## src/rtl/core/insertion_sorter_defines.svh

```systemverilog
// Assertion macros used by the sorter RTL.
`ifndef INSERTION_SORTER_DEFINES_SVH
`define INSERTION_SORTER_DEFINES_SVH

// Same-cycle implication, checked at every rising clock edge outside reset.
`define INS_ASSERT_NOW(lbl, clk, rst_n, ante, cons) \
    lbl: assert property (@(posedge clk) disable iff (!rst_n) (ante) |-> (cons)) \
        else $error("insertion sorter check failed");

// Next-cycle implication.
`define INS_ASSERT_NEXT(lbl, clk, rst_n, ante, cons) \
    lbl: assert property (@(posedge clk) disable iff (!rst_n) (ante) |=> (cons)) \
        else $error("insertion sorter check failed");

`endif

```

## src/rtl/core/ins_pkg.sv

```systemverilog
package ins_pkg;

    // Store depth and the width of a fill count that can hold the depth itself
    localparam int MAX_ITEMS = 64;
    localparam int CNT_W     = $clog2(MAX_ITEMS + 1);

    typedef logic signed [31:0] t_value;
    typedef logic [CNT_W-1:0]   t_count;

    // Per-cycle command broadcast to every cell
    typedef struct packed {
        logic insert;   // place the key, larger entries move up one cell
        logic drain;    // lower cells take the upper neighbor's value; top holds
    } t_cell_ctl;

endpackage

```

## src/rtl/core/ins_cell.sv

```systemverilog
module ins_cell (
    input  logic              i_clk,
    input  ins_pkg::t_cell_ctl i_ctl,
    input  ins_pkg::t_value   i_key,
    input  logic              i_occupied,
    input  logic              i_left_occupied,
    input  logic              i_left_gt,
    input  ins_pkg::t_value   i_left_value,
    input  ins_pkg::t_value   i_right_value,
    output ins_pkg::t_value   o_value,
    output logic              o_gt
);
    import ins_pkg::*;

    t_value r_value;
    t_value n_value;
    logic   w_take;

    // Entry strictly above the key: it must move up (equal values stay put)
    assign o_gt = i_occupied && (r_value > i_key);

    // This cell changes on insert if it moves up or is the first free slot
    assign w_take = o_gt || (!i_occupied && i_left_occupied);

    always_comb begin
        n_value = r_value;
        if (i_ctl.insert && w_take) begin
            n_value = i_left_gt ? i_left_value : i_key;
        end else if (i_ctl.drain) begin
            n_value = i_right_value;
        end
    end

    always_ff @(posedge i_clk) begin
        r_value <= n_value;
    end

    assign o_value = r_value;

endmodule

```

## config.mk

```make
export PLATFORM = sky130hd
export DESIGN_NAME = ins_cell
export DESIGN_NICKNAME = d
export VERILOG_FILES = /design/src/rtl/core/insertion_sorter_defines.svh /design/src/rtl/core/ins_pkg.sv /design/src/rtl/core/ins_cell.sv
export SDC_FILE = /design/constraint.sdc
export NUM_CORES = 1
export LEC_CHECK = 0
export ABC_CLOCK_PERIOD_IN_PS = 6580
export BUFFER_PORTS_ARGS = -buffer_cell sky130_fd_sc_hd__buf_2
export CORE_ASPECT_RATIO = 1.5
export CORE_MARGIN = 2
export CORE_UTILIZATION = 50
export CTS_BUF_LIST = sky130_fd_sc_hd__clkbuf_4 sky130_fd_sc_hd__clkbuf_8 sky130_fd_sc_hd__clkbuf_16
export CTS_CLUSTER_SIZE = 25
export DETAILED_ROUTE_END_ITERATION = 12
export PLACE_DENSITY = 0.9
export SLEW_MARGIN = 15
export SYNTH_ARGS = -nofsm -noshare
export SYNTH_HDL_FRONTEND = slang
export SYNTH_SLANG_ARGS = --single-unit
```

## constraint.sdc

```tcl
create_clock -name i_clk -period 6.58 [get_ports i_clk]
set_clock_uncertainty 0.05 [all_clocks]
set_input_delay 0.329 -clock i_clk [delete_from_list [all_inputs] [get_ports i_clk]]
set_output_delay 0.329 -clock i_clk [all_outputs]
set_load 0.02 [all_outputs]
```

* Yosys cells after proc, flatten, opt, wreduce, memory -nomap -nowiden
Index checks and enable logic that the tools add are counted. Widths: inputs -> output; s select.
Operators by class: reduce and logical (&&, ||, !) cells 6, $lt $le $gt $ge 1, multiplexer cells 3
Operators with widths (count):
- $mux 32 | 3
- $gt 32x32->1 | 1
- $logic_and 1x1->1 | 3
- $reduce_bool 2->1 | 1
- $logic_not 1->1 | 1
- $logic_or 1x1->1 | 1
Storage, ports and cells: output and inout port bits 33, register bits after elaboration 32, logic and storage cells 11

* Longest topological paths before layout
depth after elaboration 5, gate-level depth with buffers 10, depth with buffers taken out 9

* Worst setup path after synthesis
No wires, ideal clock.
path kind flip-flop to flip-flop, start register r_value[31] (netlist: o_value[31]), end register r_value[0] (netlist: o_value[0]), enable pin, data required time 6.200 ns, stages on the path, launching flop included 10, slack 3.586 ns, library setup time 0.330 ns, clock period less this slack 2.994 ns, data arrival time 2.614 ns, cells stage by stage edfxtp_1 ha_1 and4_2 and4_4 a31oi_1 and3_2 a31oi_1 nand2_2 buf_6 or2_2
Between the ends: longest elaborated chain between the ends 5
RTL lines:
- from (decl) | RTL line ins_cell.sv:15 | t_value r_value;
- from (signal assigned) | RTL line ins_cell.sv:35 | r_value <= n_value;
- $gt 32x32->1 | RTL line ins_cell.sv:20 | assign o_gt = i_occupied && (r_value > i_key);
- $logic_and 1x1->1 | RTL line ins_cell.sv:20
- $logic_or 1x1->1 | RTL line ins_cell.sv:23 | assign w_take = o_gt || (!i_occupied && i_left_occupied);
- $logic_and 1x1->1 | RTL line ins_cell.sv:27 | if (i_ctl.insert && w_take) begin
- $reduce_bool 2->1 (no source line)
Every way passes these cells. A chain may end at the register's enable or synchronous reset.

* Final worst setup path
start register r_value[14] (netlist: o_value[14]), end register r_value[18] (netlist: o_value[18]), enable pin
The elaborated chain is that of the path after synthesis.

==> results.md <==
- DR WL/cell: 14.4 µm
- Max FO, Critical Path: 33
- Final period util: 58.4%
- Final critical-path required period: 3.84 ns
- Number of max-slew violations in the final report: 0
- Final hold viol count: 0
- Status: complete, no violations
- Worst path cell trace: ha_1, nand4_1, nor4_1, a31oi_1, and3_2, a31oi_1, nand2_2, or2_2
- Post-synth EDFFs: 32
- Post-CTS resize count: 0
- Worst path bufs/invs: 0
- Max reg flops: 32
- Critical path required time: 6.46 ns
- Root Buffer: clkbuf_8
- Post-synthesis sequential area ratio: 36.1%
- Power Total: 0.700 mW
- Power per cell area: 203 nW/µm²
- Crit path depth: 8
- Yosys warning count: 0
- Initial antenna violation count: 0
- WS Path Type: flip-flop to flip-flop
- Initial Util: 51.9%
- Post-route ant nets: 0
- Setup violations, final: 0
- Critical Path AT: 3.72 ns
- Worst R2R Path Depth: 8
- Synth top area cells: edfxtp_1, mux2_4, ha_1, o21ai_0, nand2_1
- Worst-Skew Late Latency: 0.28 ns
- CP max stage cell: or2_2
- Post-synthesis async set-or-reset flop share: 0%
- Clock slew at the register clock pins of the worst setup and hold paths: 0.07 ns
- Crit end category: flip-flop
- Hold path cells: 2
- Setup TNS: 0 ns
- Critical Path Max Stage Delay: 0.86 ns
- Core ar.: 5120 µm²
- Area fraction of the dominant cell type after synthesis: 36.1%
- Synth Register Bits: 32
- IO Count: 135
- TritonCTS clock tree: done
- Cell row count: 32
- Die Span Y: 93.4 µm
- HPWL after detailed placement: 5.34 mm
- Vias: 2395
- Syn Area/Cell: 10.2 µm²
- Worst hold-check path type: input pin to flip-flop
- Via density: 5.21
- Clock Sink Count: 32
- Startpoint types: flip-flop
- Max Cap Viol: 0
- Number of global-route vias before repair: 2564
- Placed Cells: 452
- Diodes inserted: 0
- Yosys cell types: 29
- Commonest cells in the netlist: nand2_1, o21ai_0, inv_1
- Final cell count without fillers: 460
- Cell area after layout: 3440 µm²
- Worst slack at placement: 2.68 ns
- Nets@finish: 525
- Placed cell area: 3360 µm²
- Main synth FF type: edfxtp_1
- Achievable Freq: 260 MHz
- GPL Wtd Cong: 0.742
- Synth Net Count: 394
- Area delta synth->final: 29.4%
- First-pass GRT wire length: 10.8 mm
- Dominant cell by count in the synthesized netlist: nand2_1
- Iteration-0 DRC Markers: 51
- Largest net degree at the start of global routing: 64
- CP top delay family: simple AND/OR/NAND/NOR gates
- RSZ-0062 raised after global routing: false
- Global route overflow: 0
- Setup bufs post-CTS: 0
- Routed WL: 6.62 mm
- Lkg Pwr: 1.78 nW
- Worst-Margin Slew: 1.06 ns
- PortBufs: 134
- Die Area: 5930 µm²
- Number of buffers created by CTS: 5
- Syn Inst Count: 260
- Area leader, netlist: edfxtp_1
- Remaining DRCs: 0
- Drt pass-1 iters: 4
- Max IR drop VDD: 0.000134 V
- GRT Overall Usage: 23.1%
- Die X: 63.6 µm
- Final worst setup slack: 2.74 ns
- Deepest clock path buffer count: 2
- Fill count: 426
- Cts hold-fix bufs: 0
- H-tree lvl count: 2
- Post-Syn Area: 2660 µm²
- Layout cells sized above 1: 47.4%
- Most used cell along the critical path: a31oi_1
- Worst rel slew slack: 29.2%
[cells in the final DEF, fill, tap and decap left out, types with 2 or more instances in the layout]
cell and count:
a221oi_1 2, buf_2 134, and4_2 5, clkbuf_4 2, clkbuf_8 5, inv_1 33
nand2_1 40, mux2_2 4, a31oi_1 2, a21oi_1 15, nand4_1 2, edfxtp_1 32
ha_1 32, o211ai_1 2, mux2_4 29, o21ai_0 36, nand3_1 3
[cell families (layout without fill, tap and decap cells)]
family | after synthesis | in the layout | share of synthesized area [%]
simple gates | 59 | 59 | 11.1
xor+xnor | 1 | 1 | 0.329
fa+ha+maj | 32 | 32 | 15.0
compound gates | 60 | 60 | 12.4
mux | 33 | 33 | 18.1
buf+inv | 43 | 175 | 6.91
flops | 32 | 32 | 36.1
[final timing paths]
kind                                     to  slack, ns        startpoint
worst max-delay path            o_value[18]       2.74       o_value[14]
worst min-delay path             o_value[1]       0.29  i_right_value[1]
worst max register to register  o_value[18]       2.74       o_value[14]
worst min register to register   o_value[7]       1.90       o_value[31]
[per-layer routing]
metal	share of wire [%]	wire (µm)	track usage (%)	up-vias
met3	6.5	431	6.14	17
met5	0	0	0	-
met2	55	3610	43.9	90
met1	36	2410	22.7	1094
met4	2.6	172	11.1	0
li1	-	-	-	1194
[cell type report]
type                            instances  area, µm²  area share, %
Clock inverter                          1       3.75          0.109
Timing Repair Buffer                  134        671           19.5
Inverter                               33        124           3.60
Tap cell                               68       85.1           2.47
Clock buffer                            7       83.8           2.43
Sequential cell                        32        961           27.9
Multi-Input combinational cell        185       1520           44.0
[power breakdown]
group / switching [mW] / internal (mW) / leakage, nW / total, mW
Sequential: 0.0161 / 0.263 / 0.320 / 0.279
Clock: 0.0709 / 0.0818 / 0.0467 / 0.153
Combinational: 0.143 / 0.126 / 1.42 / 0.269
Total: 0.230 / 0.470 / 1.78 / 0.700
[per-stage QoR]
step	utilization [%]	hold slack, ns
after floorplan	-	0.497
after global placement	65.5	0.582
after detailed placement	65.5	0.583
after CTS	67.2	0.282
after global routing	67.2	0.287
final	67.2	0.294
[worst register-to-register path, delay by kind of cell, from the launching register on]
kind            cells  cell delay [ns]
simple gates        5             2.27
compound gates      2             0.40
flops               1             0.42
fa+ha+maj           1             0.34
No activity file was read; power rests on OpenSTA's default activity.
